==> config.mk <==
export PLATFORM = sky130hd
export DESIGN_NAME = event_avalanche_grouper
export DESIGN_NICKNAME = d
export VERILOG_FILES = /design/src/rtl/eag_pkg.sv /design/src/rtl/eag_fifo.sv /design/src/rtl/event_avalanche_grouper.sv
export SDC_FILE = /design/constraint.sdc
export NUM_CORES = 1
export LEC_CHECK = 0
export BUFFER_PORTS_ARGS = -buffer_cell sky130_fd_sc_hd__clkbuf_2
export CAP_MARGIN = 10
export CORE_ASPECT_RATIO = 0.6
export CORE_MARGIN = 2
export CORE_UTILIZATION = 45
export DETAILED_ROUTE_END_ITERATION = 10
export PLACE_DENSITY = 0.72
export SLEW_MARGIN = 20
export SYNTH_ARGS = -nofsm -noshare
export SYNTH_HDL_FRONTEND = slang
export SYNTH_HIERARCHICAL = 1
export SYNTH_SLANG_ARGS = --single-unit
==> constraint.sdc <==
create_clock -name clk -period 22 [get_ports clk]
set_input_delay 1.1 -clock clk [delete_from_list [all_inputs] [get_ports clk]]
set_output_delay 1.1 -clock clk [all_outputs]
set_load 0.01 [all_outputs]
==> src/rtl/eag_pkg.sv <==
// Shared types and constants for the event avalanche grouper.
package eag_pkg;

    localparam int SAMPLE_BITS = 16;
    localparam int COUNT_W     = 17;
    localparam int DUR_W       = 16;
    localparam int GAP_W       = 16;
    localparam int FIFO_DEPTH  = 4;
    localparam int FIFO_PTR_W  = $clog2(FIFO_DEPTH);
    localparam int FIFO_CNT_W  = $clog2(FIFO_DEPTH + 1);

    // 0.5 in signed Q8.8; an event is strictly above it
    localparam logic signed [SAMPLE_BITS-1:0] EVENT_THRESHOLD = 16'sd128;
    localparam logic [COUNT_W-1:0]            COUNT_MAX       = '1;
    localparam logic [DUR_W-1:0]              DUR_MAX         = '1;

    typedef struct packed {
        logic signed [SAMPLE_BITS-1:0] sample;
        logic                          end_of_array;
    } in_item_t;

    typedef struct packed {
        logic [COUNT_W-1:0] avalanche_size;
        logic [DUR_W-1:0]   av_duration;
        logic               last_of_array;
    } out_item_t;

    // write request into the result queue; second only ever comes with first
    typedef struct packed {
        logic first;
        logic second;
    } push_t;

endpackage

==> src/rtl/eag_fifo.sv <==
// Result queue: takes up to two results per cycle, hands out one per transfer.
module eag_fifo (
    input  logic              clk,
    input  logic              rst_n,
    input  eag_pkg::push_t    push,
    input  eag_pkg::out_item_t wr_data0,
    input  eag_pkg::out_item_t wr_data1,
    output logic              room,
    output logic              rd_valid,
    input  logic              rd_stall,
    output eag_pkg::out_item_t rd_data
);
    import eag_pkg::*;

    out_item_t             mem_reg [FIFO_DEPTH];
    logic [FIFO_PTR_W-1:0] wr_ptr_reg, wr_ptr_next;
    logic [FIFO_PTR_W-1:0] rd_ptr_reg, rd_ptr_next;
    logic [FIFO_CNT_W-1:0] count_reg, count_next;
    logic                  pop;
    logic [FIFO_PTR_W-1:0] wr_ptr_plus1;

    assign rd_valid     = (count_reg != '0);
    assign rd_data      = mem_reg[rd_ptr_reg];
    assign pop          = rd_valid && !rd_stall;
    // two free slots guarantee a push of two never overflows
    assign room         = (count_reg <= FIFO_CNT_W'(FIFO_DEPTH - 2));
    assign wr_ptr_plus1 = wr_ptr_reg + FIFO_PTR_W'(1);

    always_comb
    begin
        wr_ptr_next = wr_ptr_reg;
        rd_ptr_next = rd_ptr_reg;
        count_next  = count_reg;
        if (push.first && push.second)
        begin
            wr_ptr_next = wr_ptr_reg + FIFO_PTR_W'(2);
            count_next  = count_next + FIFO_CNT_W'(2);
        end
        else if (push.first)
        begin
            wr_ptr_next = wr_ptr_plus1;
            count_next  = count_next + FIFO_CNT_W'(1);
        end
        if (pop)
        begin
            rd_ptr_next = rd_ptr_reg + FIFO_PTR_W'(1);
            count_next  = count_next - FIFO_CNT_W'(1);
        end
    end

    always_ff @(posedge clk or negedge rst_n)
    begin
        if (!rst_n)
        begin
            wr_ptr_reg <= '0;
            rd_ptr_reg <= '0;
            count_reg  <= '0;
        end
        else
        begin
            wr_ptr_reg <= wr_ptr_next;
            rd_ptr_reg <= rd_ptr_next;
            count_reg  <= count_next;
        end
    end

    always_ff @(posedge clk)
    begin
        if (push.first)
        begin
            mem_reg[wr_ptr_reg] <= wr_data0;
        end
        if (push.first && push.second)
        begin
            mem_reg[wr_ptr_plus1] <= wr_data1;
        end
    end

    a_count_bound: assert property (@(posedge clk) disable iff (!rst_n)
        count_reg <= FIFO_CNT_W'(FIFO_DEPTH))
        else $error("result queue count beyond depth");

    a_second_needs_first: assert property (@(posedge clk) disable iff (!rst_n)
        push.second |-> push.first)
        else $error("second push without first");

    a_push_has_room: assert property (@(posedge clk) disable iff (!rst_n)
        push.second |-> count_reg <= FIFO_CNT_W'(FIFO_DEPTH - 2))
        else $error("double push into a nearly full queue");

endmodule

==> src/rtl/event_avalanche_grouper.sv <==
// Event avalanche grouper: groups above-threshold samples into avalanches.
// Results pass the input stage register, then the result queue. Throughput: one sample
// per cycle while the queue has room; the queue drains one result per unstalled cycle.
// A sample that closes an avalanche and ends the array yields two results.
// Reset (rst_n, async, low) clears the gap register, index, open avalanche and queue.
module event_avalanche_grouper #(
    parameter int MAX_LEN = 65536
) (
    input  logic               clk,
    input  logic               rst_n,
    input  logic               in_valid,
    output logic               in_stall,
    input  eag_pkg::in_item_t  in_data,
    output logic               out_valid,
    input  logic               out_stall,
    output eag_pkg::out_item_t out_data,
    input  logic               cfg_wr_en,
    input  logic [15:0]        cfg_wr_data
);
    import eag_pkg::*;

    // index width follows the array length; compare width covers index and gap
    localparam int IDX_W = (MAX_LEN > 2) ? $clog2(MAX_LEN) : 1;
    localparam int CMP_W = (IDX_W > GAP_W) ? IDX_W : GAP_W;
    localparam logic [IDX_W-1:0] IDX_LAST = IDX_W'(MAX_LEN - 1);

    // configuration
    logic [GAP_W-1:0]   max_gap_reg;

    // input stage
    logic               in_vld_reg, in_vld_next;
    in_item_t           in_item_reg;
    logic               in_xfer;
    logic               fire;
    logic               room;

    // open avalanche state
    logic [IDX_W-1:0]   sample_index_reg, sample_index_next;
    logic               seen_reg, seen_next;
    logic [IDX_W-1:0]   start_reg, start_next;
    logic [IDX_W-1:0]   prev_reg, prev_next;
    logic [COUNT_W-1:0] count_reg, count_next;

    // per-sample decode
    logic               is_event;
    logic               close_av;
    logic               end_av;
    logic [CMP_W-1:0]   gap_ext;
    logic [CMP_W-1:0]   dur_close_ext;
    logic [CMP_W-1:0]   dur_end_ext;
    logic [IDX_W-1:0]   end_prev;
    logic [IDX_W-1:0]   end_start;
    logic [COUNT_W-1:0] end_count;

    push_t              push;
    out_item_t          res_close;
    out_item_t          res_end;
    out_item_t          wr_data0;
    out_item_t          wr_data1;

    // Hold the sample in the input stage until the queue has room for two results.
    assign in_stall = in_vld_reg && !room;
    assign in_xfer  = in_valid && !in_stall;
    assign fire     = in_vld_reg && room;

    always_comb
    begin
        in_vld_next = in_vld_reg;
        if (in_xfer)
        begin
            in_vld_next = 1'b1;
        end
        else if (fire)
        begin
            in_vld_next = 1'b0;
        end
    end

    // Decode the held sample: event test and gap against the last event.
    assign is_event = (in_item_reg.sample > EVENT_THRESHOLD);
    assign gap_ext  = CMP_W'(sample_index_reg - prev_reg);
    assign close_av = is_event && seen_reg && (gap_ext > CMP_W'(max_gap_reg));

    always_comb
    begin
        start_next = start_reg;
        prev_next  = prev_reg;
        count_next = count_reg;
        seen_next  = seen_reg;
        if (is_event)
        begin
            // start a fresh avalanche, or extend the open one with a saturating count
            if (!seen_reg || close_av)
            begin
                start_next = sample_index_reg;
                count_next = COUNT_W'(1);
            end
            else if (count_reg != COUNT_MAX)
            begin
                count_next = count_reg + COUNT_W'(1);
            end
            prev_next = sample_index_reg;
            seen_next = 1'b1;
        end
    end

    // State after this sample but before the end-of-array clear feeds the flush result.
    assign end_av    = in_item_reg.end_of_array && seen_next;
    assign end_prev  = prev_next;
    assign end_start = start_next;
    assign end_count = count_next;

    assign dur_close_ext = CMP_W'(prev_reg - start_reg);
    assign dur_end_ext   = CMP_W'(end_prev - end_start);

    always_comb
    begin
        res_close.avalanche_size = count_reg;
        res_close.av_duration    = (dur_close_ext > CMP_W'(DUR_MAX))
                                   ? DUR_MAX : DUR_W'(dur_close_ext);
        res_close.last_of_array  = 1'b0;
        res_end.avalanche_size   = end_count;
        res_end.av_duration      = (dur_end_ext > CMP_W'(DUR_MAX))
                                   ? DUR_MAX : DUR_W'(dur_end_ext);
        res_end.last_of_array    = 1'b1;
    end

    // Push the closed avalanche first, then the flushed one.
    always_comb
    begin
        push.first  = fire && (close_av || end_av);
        push.second = fire && close_av && end_av;
        wr_data0    = close_av ? res_close : res_end;
        wr_data1    = res_end;
    end

    // Advance the index with saturation; drop everything at array end.
    always_comb
    begin
        sample_index_next = sample_index_reg;
        if (in_item_reg.end_of_array)
        begin
            sample_index_next = '0;
        end
        else if (sample_index_reg != IDX_LAST)
        begin
            sample_index_next = sample_index_reg + IDX_W'(1);
        end
    end

    always_ff @(posedge clk or negedge rst_n)
    begin
        if (!rst_n)
        begin
            max_gap_reg      <= '0;
            in_vld_reg       <= 1'b0;
            sample_index_reg <= '0;
            seen_reg         <= 1'b0;
            start_reg        <= '0;
            prev_reg         <= '0;
            count_reg        <= '0;
        end
        else
        begin
            if (cfg_wr_en)
            begin
                max_gap_reg <= cfg_wr_data;
            end
            in_vld_reg <= in_vld_next;
            if (fire)
            begin
                sample_index_reg <= sample_index_next;
                if (in_item_reg.end_of_array)
                begin
                    seen_reg  <= 1'b0;
                    start_reg <= '0;
                    prev_reg  <= '0;
                    count_reg <= '0;
                end
                else
                begin
                    seen_reg  <= seen_next;
                    start_reg <= start_next;
                    prev_reg  <= prev_next;
                    count_reg <= count_next;
                end
            end
        end
    end

    always_ff @(posedge clk)
    begin
        if (in_xfer)
        begin
            in_item_reg <= in_data;
        end
    end

    eag_fifo u_fifo (
        .clk      (clk),
        .rst_n    (rst_n),
        .push     (push),
        .wr_data0 (wr_data0),
        .wr_data1 (wr_data1),
        .room     (room),
        .rd_valid (out_valid),
        .rd_stall (out_stall),
        .rd_data  (out_data)
    );

    a_end_clears: assert property (@(posedge clk) disable iff (!rst_n)
        fire && in_item_reg.end_of_array |=> !seen_reg && sample_index_reg == '0)
        else $error("state not cleared after array end");

    a_idle_count_zero: assert property (@(posedge clk) disable iff (!rst_n)
        !seen_reg |-> count_reg == '0)
        else $error("event count without open avalanche");

    a_order: assert property (@(posedge clk) disable iff (!rst_n)
        seen_reg |-> prev_reg >= start_reg && count_reg != '0)
        else $error("open avalanche inconsistent");

    a_stall_held: assert property (@(posedge clk) disable iff (!rst_n)
        in_stall |-> in_vld_reg && !room)
        else $error("input stalled with free stage");

endmodule

==> results of run 1 <==
## routing by layer
metal	global-route usage (%)	vias up	part of all wire, %
li1	-	4805	-
met1	32.1	5098	49
met2	30.0	336	42
met3	3.71	42	6.9
met4	4.60	0	1.7
met5	0	-	0
## per-stage QoR
step	hold WS [ps]	area [sq um]	setup slack, ps
finish	475	16700	13500
global route	507	16700	12760
CTS	482	16700	13580
detailed placement	470	15800	13660
global placement	464	15800	13940
floorplan	487	15100	14980
## cells in the final DEF, fill, tap and decap left out, types with 55 or more instances in the layout
cell type	count
o21ai_0	67
nor2_1	84
a21oi_1	55
inv_1	89
mux2_4	116
edfxtp_1	153
clkbuf_2	72
ha_1	71
dfrtp_1	89
nand2_1	100
## synthesized netlist by cell type (all sizes together) (21+ instances only)
cell      n  area (sq um)
buf      27           251
ha       71           888
a21oi    56           284
nand3    21           155
a21o     25           188
mux4     34           766
inv      89           334
edfxtp  153          4590
nand2   100           375
mux2    140          2010
dfrtp    90          2250
nor2     85           319
clkbuf   32           120
xor2     27           236
xnor2    37           324
o21ai    71           359
## final cells by class
cell class | instances | area share, %
Sequential cell | 243 | 41.1
Tap cell | 450 | 3.38
Antenna cell | 1 | 0.0150
Inverter | 89 | 2.00
Multi-Input combinational cell | 887 | 45.6
Timing Repair Buffer | 89 | 2.93
Clock buffer | 34 | 4.13
Clock inverter | 12 | 0.870
## report_power, final
group	leakage, nW	total [W]	switching [W]	internal (W)
logic	4.10	0.00150	0.000789	0.000710
registers	2.66	0.000682	0.0000354	0.000647
clock network	0.401	0.000442	0.000187	0.000255
## path summary, 6_finish.rpt
check                           depth (start not counted)                    end  slack [ps]
worst max-delay path                                   33  u_fifo/mem_reg[3][11]       13500
worst min-delay path                                    1   u_fifo/rd_ptr_reg[1]         470
worst max register to register                         33  u_fifo/mem_reg[3][11]       13500
worst min register to register                          1   u_fifo/rd_ptr_reg[1]         470
max in group asynchronous                               2   u_fifo/rd_ptr_reg[0]       20240
min in group asynchronous                               1           prev_reg[13]         560
## cells by family after synthesis
kind of cell             share of synthesized area, %
AND/OR/NAND/NOR                                  9.85
flip-flops                                       45.2
other                                          0.0248
XOR/XNOR                                         3.70
multiplexers                                     18.8
buffers and inverters                            4.66
adder cells (fa/ha/maj)                          6.27
AO/OA/AOI/OAI                                    11.5
==> flow_metrics.env, run 1 <==
export IMPL_num_rows=51
export IMPL_drt_iter0_drc=837
export IMPL_cts_tree="built"
export IMPL_ys_types=78
export IMPL_setup_viol=0
export IMPL_fill_cells=2833
export IMPL_gp_congestion=0.875
export IMPL_cts_buffer_depth=3
export IMPL_tns_ps=0
export IMPL_cp_top_family="compound AO/OA/AOI/OAI gates"
export IMPL_cp_start_kind="flop"
export IMPL_grt_ovfl_total=0
export IMPL_cp_arrival_ps=8790
export IMPL_die_h_um=146
export IMPL_ys_seq_area_share_pct=45.2
export IMPL_wl_per_cell_um=19.7
export IMPL_largest_reg_flops=136
export IMPL_holdCritStartpoint="u_fifo/rd_ptr_reg[1]"
export IMPL_grt_start_max_net_pins=51
export IMPL_die_area_sq_um=35200
export IMPL_cts_htree_levels=1
export IMPL_synth_area_sq_um=15100
export IMPL_cts_sinks=243
export IMPL_slew_headroom_pct=24.8
export IMPL_ir_drop_mv=0.0861
export IMPL_cts_buffers=25
export IMPL_insertion_delay_ps=550
export IMPL_drv_slew=0
export IMPL_synthFlopType="edfxtp_1"
export IMPL_cts_root_buf="clkbuf_16"
export IMPL_dr_pass1_iters=5
export IMPL_power_density_nw_per_um2=157
export IMPL_period_minus_slack_ps=8500
export IMPL_regArea_sq_um=6850
export IMPL_worstSetupStartpoint="sample_index_reg[0]"
export IMPL_viasPerCell=5.70
export IMPL_drtAntennaViolNets=0
export IMPL_ys_seq_elements=243
export IMPL_grtUsageTotal_pct=20.7
export IMPL_max_cap_violations=0
export IMPL_placedCellCount=1758
export IMPL_worst_path_max_fanout=10
export IMPL_timing_rr_start="sample_index_reg[0]"
export IMPL_async_reset_ff_share_pct=37.0
export IMPL_required_ps=22290
export IMPL_fp_dieW_um=241
export IMPL_skew_ps=12.6
export IMPL_hp_class="reg -> reg"
export IMPL_core_area_sq_um=32700
export IMPL_worst_setup_path_type="reg -> reg"
export IMPL_crit_buf_inv=1
export IMPL_drc=0
export IMPL_yosysWarnings=6
export IMPL_cts_hold_fix_buffers=0
export IMPL_worstMarginPinSlew_ps=1130
export IMPL_vias=10281
export IMPL_fin_crit_sh_pct=38.7
export IMPL_finalPower_w=0.00262
export IMPL_io_buffers=73
export IMPL_clkTransAtPathRegs_ps=60
export IMPL_worstSetupEndpointType="flop"
export IMPL_final_cells=1805
export IMPL_postSynthCellCount=1275
export IMPL_rsz0062_at_grt="false"
export IMPL_dp_hpwl_um=24000
export IMPL_syn_area_per_cell_sq_um=11.9
export IMPL_grt_first_pass_wirelength_um=57500
export IMPL_synth_edf_count=153
export IMPL_crit_slowest_cell="o31a_1"
export IMPL_start_util_pct=46.2
export IMPL_utilization_pct=50.9
export IMPL_status="completed"
export IMPL_multiInputGateArea_sq_um=7610
export IMPL_hold_viol_final=0
export IMPL_fmax_ghz=0.118
export IMPL_post_cts_setup_buffers=0
export IMPL_routed_wl_um=35600
export IMPL_area_growth_pct=10.2
export IMPL_p_leak_nw=7.16
export IMPL_nets=1447
export IMPL_cpMostUsedCell="o21ai_0"
export IMPL_grt_antenna_before_repair=0
export IMPL_cts_resized=0
export IMPL_drive_gt1_share_pct=24.4
export IMPL_ioPinCount=74
export IMPL_cpPeakStageDelay_ps=470
export IMPL_grt_pass1_vias=10423
No activity file was read; power rests on OpenSTA's default activity.
==> inputs of run 2 (changes only) <==
--- a/config.mk
+++ b/config.mk
@@ -11,7 +11,7 @@
 export CORE_MARGIN = 2
 export CORE_UTILIZATION = 45
 export DETAILED_ROUTE_END_ITERATION = 10
-export PLACE_DENSITY = 0.72
+export PLACE_DENSITY = 0.74
 export SLEW_MARGIN = 20
 export SYNTH_ARGS = -nofsm -noshare
 export SYNTH_HDL_FRONTEND = slang
==> constraint.sdc (replaced) <==
create_clock -name clk -period 7.28 [get_ports clk]
set_input_delay 0.364 -clock clk [delete_from_list [all_inputs] [get_ports clk]]
set_output_delay 0.364 -clock clk [all_outputs]
set_load 0.01 [all_outputs]
==> flow_metrics.env, run 2 (synthesis gave the netlist of run 1 again) <==
export IMPL_most_common_layout_cells="edfxtp_1, mux2_4, nand2_1, inv_1, dfrtp_1"
export IMPL_cts_htree_levels=1
export IMPL_crit_buf_inv=3
export IMPL_cpPeakStageDelay_ps=390
export IMPL_gp_congestion=0.872
export IMPL_die_h_um=146
export IMPL_dr_pass1_iters=5
export IMPL_hp_class="in -> reg"
export IMPL_grtUsageTotal_pct=20.8
export IMPL_core_area_sq_um=32700
export IMPL_status="completed"
export IMPL_vias=10673
export IMPL_cts_sinks=243
export IMPL_slew_headroom_pct=32.2
export IMPL_utilization_pct=53.3
export IMPL_wl_per_cell_um=19.5
export IMPL_preCtsSetupSlack_ps=-161
export IMPL_rrSetupSlack_ps=330
export IMPL_worstSetupEndpoint="u_fifo/mem_reg[0][15]"
export IMPL_rr_worst_depth=33
export IMPL_reg2reg_to="u_fifo/mem_reg[0][15]"
export IMPL_cts_buffers=26
export IMPL_ir_drop_mv=0.260
export IMPL_crit_slowest_cell="o32a_1"
export IMPL_largest_reg_flops=136
export IMPL_drv_slew=0
export IMPL_fin_crit_sh_pct=95.5
export IMPL_worstSetupEndpointType="flop"
export IMPL_cp_start_kind="flop"
export IMPL_cts_buffer_depth=3
export IMPL_die_area_sq_um=35200
export IMPL_skew_ps=17.5
export IMPL_dp_hpwl_um=25100
export IMPL_period_minus_slack_ps=6950
export IMPL_clkTransAtPathRegs_ps=70
export IMPL_fmax_ghz=0.144
export IMPL_finalPower_w=0.00843
export IMPL_worstSetupStartpoint="prev_reg[1]"
export IMPL_cts_root_buf="clkbuf_16"
export IMPL_drt_iter0_drc=793
export IMPL_hold_viol_final=0
export IMPL_cts_tree="built"
export IMPL_grt_antenna_before_repair=0
export IMPL_crit_cells=33
export IMPL_grt_ovfl_total=0
export IMPL_required_ps=7580
export IMPL_timing_rr_start="prev_reg[1]"
export IMPL_viasPerCell=5.71
export IMPL_setup_ws_ps=331
export IMPL_worst_path_max_fanout=4
export IMPL_area_growth_pct=15.2
export IMPL_drtAntennaViolNets=0
export IMPL_n_antenna_cell=0
export IMPL_grt_start_max_net_pins=52
export IMPL_cp_top_family="compound AO/OA/AOI/OAI gates"
export IMPL_cp_arrival_ps=7250
export IMPL_io_buffers=73
export IMPL_fp_dieW_um=241
export IMPL_setup_viol=0
export IMPL_worst_setup_path_type="reg -> reg"
export IMPL_nets=1511
export IMPL_insertion_delay_ps=550
export IMPL_drc=0
export IMPL_power_density_nw_per_um2=484
export IMPL_final_common_cell="edfxtp_1"
export IMPL_routed_wl_um=36500
export IMPL_grt_pass1_vias=10582
export IMPL_start_util_pct=46.2
export IMPL_p_leak_nw=7.55
export IMPL_max_cap_violations=0
export IMPL_num_rows=51
export IMPL_worstMarginPinSlew_ps=1020
export IMPL_grt_first_pass_wirelength_um=57700
export IMPL_ioPinCount=74
export IMPL_drive_gt1_share_pct=28.6
[run 2: layout make-up]
class | count | area (sq um)
clock inverters | 13 | 138
repair buffers | 152 | 1070
inverters | 89 | 334
clock buffers | 35 | 726
flip-flops and latches | 243 | 6850
well taps | 450 | 563
fillers | 2748 | 15300
multi-input cells | 887 | 7760
[run 2: report_power, final]
part           total, W  switching, W  internal (W)
clock           0.00136      0.000582      0.000776
sequential      0.00206      0.000105       0.00195
combinational   0.00502       0.00254       0.00248
[run 2: worst min-delay path by stage]
stage               cells past startpoint              endpoint  slack [ps]      startpoint
finish                                  3        max_gap_reg[4]          30  cfg_wr_data[4]
detailed placement                      1  u_fifo/rd_ptr_reg[0]         410           rst_n
global placement                        1  u_fifo/wr_ptr_reg[0]         400           rst_n
floorplan                               0          count_reg[0]          70           rst_n
CTS                                     2            in_vld_reg          10        in_valid
global route                            3        max_gap_reg[4]          30  cfg_wr_data[4]
[run 2: metal layers]
layer  wire length, um  vias up  GRT usage (%)
met5                 0        -              0
met4               567        0           4.10
met3              2470       50           3.74
met2             15700      381           30.8
met1             17800     5304           31.9
li1                  -     4938              -
[run 2: worst min-delay path, cell delays in order]
cell and delay (ps):
clkbuf_2 70, nand2_1 40, o21ai_0 60
[run 2: what timing repair did]
action / CTS / global route
hold endpoints to repair: 56 / 0
hold buffers: 18 / 0
setup endpoints to repair: 24 / 40
buffers inserted: 0 / 6
gates resized for setup: 8 / 40
pin swaps: 3 / 23
[run 2: stage by stage]
stage	cells	hold WS (ps)	instance area (sq um)	setup TNS (ps)
floorplan	1278	68.4	15100	0
finish	1869	29.4	17400	0
CTS	1863	14.8	17200	0
detailed placement	1797	408	16200	-1500
global route	1869	26.9	17400	-195
global placement	1797	399	16200	0
==> inputs of run 3 (changes only) <==
--- a/config.mk
+++ b/config.mk
@@ -5,13 +5,13 @@
 export SDC_FILE = /design/constraint.sdc
 export NUM_CORES = 1
 export LEC_CHECK = 0
-export BUFFER_PORTS_ARGS = -buffer_cell sky130_fd_sc_hd__clkbuf_2
 export CAP_MARGIN = 10
 export CORE_ASPECT_RATIO = 0.6
 export CORE_MARGIN = 2
 export CORE_UTILIZATION = 45
 export DETAILED_ROUTE_END_ITERATION = 10
-export PLACE_DENSITY = 0.74
+export DONT_BUFFER_PORTS = 1
+export PLACE_DENSITY = 0.72
 export SLEW_MARGIN = 20
 export SYNTH_ARGS = -nofsm -noshare
 export SYNTH_HDL_FRONTEND = slang
==> flow_metrics.env, run 3 (synthesis gave the netlist of run 1 again) <==
export IMPL_tns_ps=0
export IMPL_largest_reg_flops=136
export IMPL_cts_sinks=243
export IMPL_most_common_layout_cells="edfxtp_1, mux2_4, nand2_1, dfrtp_1, inv_1"
export IMPL_grtUsageTotal_pct=20.7
export IMPL_cp_top_family="compound AO/OA/AOI/OAI gates"
export IMPL_grt_start_max_net_pins=91
export IMPL_p_leak_nw=7.32
export IMPL_final_common_cell="edfxtp_1"
export IMPL_n_antenna_cell=0
export IMPL_grt_first_pass_wirelength_um=57600
export IMPL_drv_slew=0
export IMPL_cts_root_buf="clkbuf_16"
export IMPL_cpMostUsedCell="o21ai_1"
export IMPL_period_minus_slack_ps=6980
export IMPL_setup_viol=0
export IMPL_required_ps=7570
export IMPL_worst_setup_path_type="reg -> reg"
export IMPL_cts_htree_levels=1
export IMPL_status="completed"
export IMPL_drtAntennaViolNets=0
export IMPL_drt_iter0_drc=1065
export IMPL_worstSetupEndpointType="flop"
export IMPL_die_h_um=146
export IMPL_die_area_sq_um=35200
export IMPL_insertion_delay_ps=560
export IMPL_fin_crit_sh_pct=95.9
export IMPL_wl_per_cell_um=20.1
export IMPL_skew_ps=18.0
export IMPL_drc=0
export IMPL_worst_path_max_fanout=4
export IMPL_cts_buffers=25
export IMPL_crit_slowest_cell="or3_4"
export IMPL_routed_wl_um=36500
export IMPL_fp_dieW_um=241
export IMPL_cp_start_kind="flop"
export IMPL_fmax_ghz=0.143
export IMPL_cts_buffer_depth=3
export IMPL_start_util_pct=46.2
export IMPL_power_density_nw_per_um2=484
export IMPL_clkTransAtPathRegs_ps=60
export IMPL_io_buffers=0
export IMPL_grt_antenna_before_repair=0
export IMPL_hold_viol_final=0
export IMPL_drive_gt1_share_pct=24.6
export IMPL_area_growth_pct=14.2
export IMPL_cpPeakStageDelay_ps=410
export IMPL_num_rows=51
export IMPL_crit_buf_inv=2
export IMPL_max_cap_violations=0
export IMPL_dp_hpwl_um=24400
export IMPL_grt_ovfl_total=0
export IMPL_ioPinCount=74
export IMPL_dr_pass1_iters=6
export IMPL_vias=10399
export IMPL_worstMarginPinSlew_ps=1100
export IMPL_cp_arrival_ps=7270
export IMPL_nets=1456
export IMPL_holdWs_ps=62.7
export IMPL_core_area_sq_um=32700
export IMPL_cts_tree="built"
export IMPL_hp_class="in -> reg"
export IMPL_grt_pass1_vias=10477
export IMPL_viasPerCell=5.74
export IMPL_slew_headroom_pct=26.2
export IMPL_ir_drop_mv=0.358
export IMPL_gp_congestion=0.904
## run 3: cell types whose count changed in the layout (fill, tap and decap cells not counted), moves of 3 or more
| cell | previous run | this run |
|---|---|---|
| a21oi_2 | 1 | 7 |
| clkbuf_1 | 6 | 3 |
| o21ai_2 | 4 | 1 |
| dlygate4sd3_1 | 18 | 37 |
| o21ai_1 | 6 | 9 |
| clkbuf_2 | 72 | 0 |
| a21oi_1 | 54 | 49 |
## run 3: worst paths after layout
| check | start | end | slack, ps | cells past startpoint |
|---|---|---|---|---|
| min in group asynchronous | rst_n | start_reg[11] | 460 | 2 |
| max | sample_index_reg[0] | u_fifo/mem_reg[3][15] | 300 | 34 |
| max reg2reg | sample_index_reg[0] | u_fifo/mem_reg[3][15] | 300 | 34 |
| min reg2reg | max_gap_reg[0] | max_gap_reg[0] | 520 | 1 |
| max in group asynchronous | rst_n | u_fifo/rd_ptr_reg[0] | 6410 | 2 |
| min | out_stall | u_fifo/rd_ptr_reg[0] | 60 | 2 |
## run 3: cell type report
class	instances	area (sq um)
Clock buffer	29	651
Multi-Input combinational cell	887	7790
Tap cell	450	563
Timing Repair Buffer	98	893
Clock inverter	17	199
Inverter	89	334
Fill cell	2730	15500
Sequential cell	243	6850
## run 3: repair_timing
| action | in CTS | in global routing |
|---|---|---|
| hold buffers | 38 | 0 |
| endpoints found under the hold margin | 126 | 0 |
| pin swaps | 1 | 31 |
| setup endpoints to repair | 28 | 40 |
| setup buffers | 0 | 6 |
| gates resized for setup | 10 | 47 |
## run 3: per-stage QoR
| stage | utilization (%) | power [W] | setup WS [ps] | cells | area (sq um) |
|---|---|---|---|---|---|
| 2_1_floorplan | - | 0.00554 | 257 | 1278 | 15100 |
| 3_3_place_gp | 48.2 | 0.00653 | 98.7 | 1724 | 15800 |
| 3_5_place_dp | 48.2 | 0.00669 | -152 | 1724 | 15800 |
| 4_1_cts | 52.1 | 0.00813 | 6.96 | 1808 | 17100 |
| 5_1_grt | 52.8 | 0.00886 | -132 | 1813 | 17300 |
| 6_report | 52.8 | 0.00837 | 299 | 1813 | 17300 |
## run 3: where the power goes
group	total [W]	leakage, nW	switching, W	internal [W]
Clock	0.00136	0.423	0.000571	0.000788
Combinational	0.00496	4.24	0.00254	0.00242
Sequential	0.00205	2.66	0.0000950	0.00195
Total	0.00837	7.32	0.00321	0.00516
## run 3: layer usage
| metal | routed length, um | vias to the layer above | track usage [%] |
|---|---|---|---|
| li1 | - | 4821 | - |
| met5 | 0 | - | 0 |
| met4 | 605 | 0 | 3.63 |
| met3 | 2700 | 51 | 4.37 |
| met1 | 17300 | 5181 | 31.1 |
| met2 | 15900 | 346 | 31.0 |
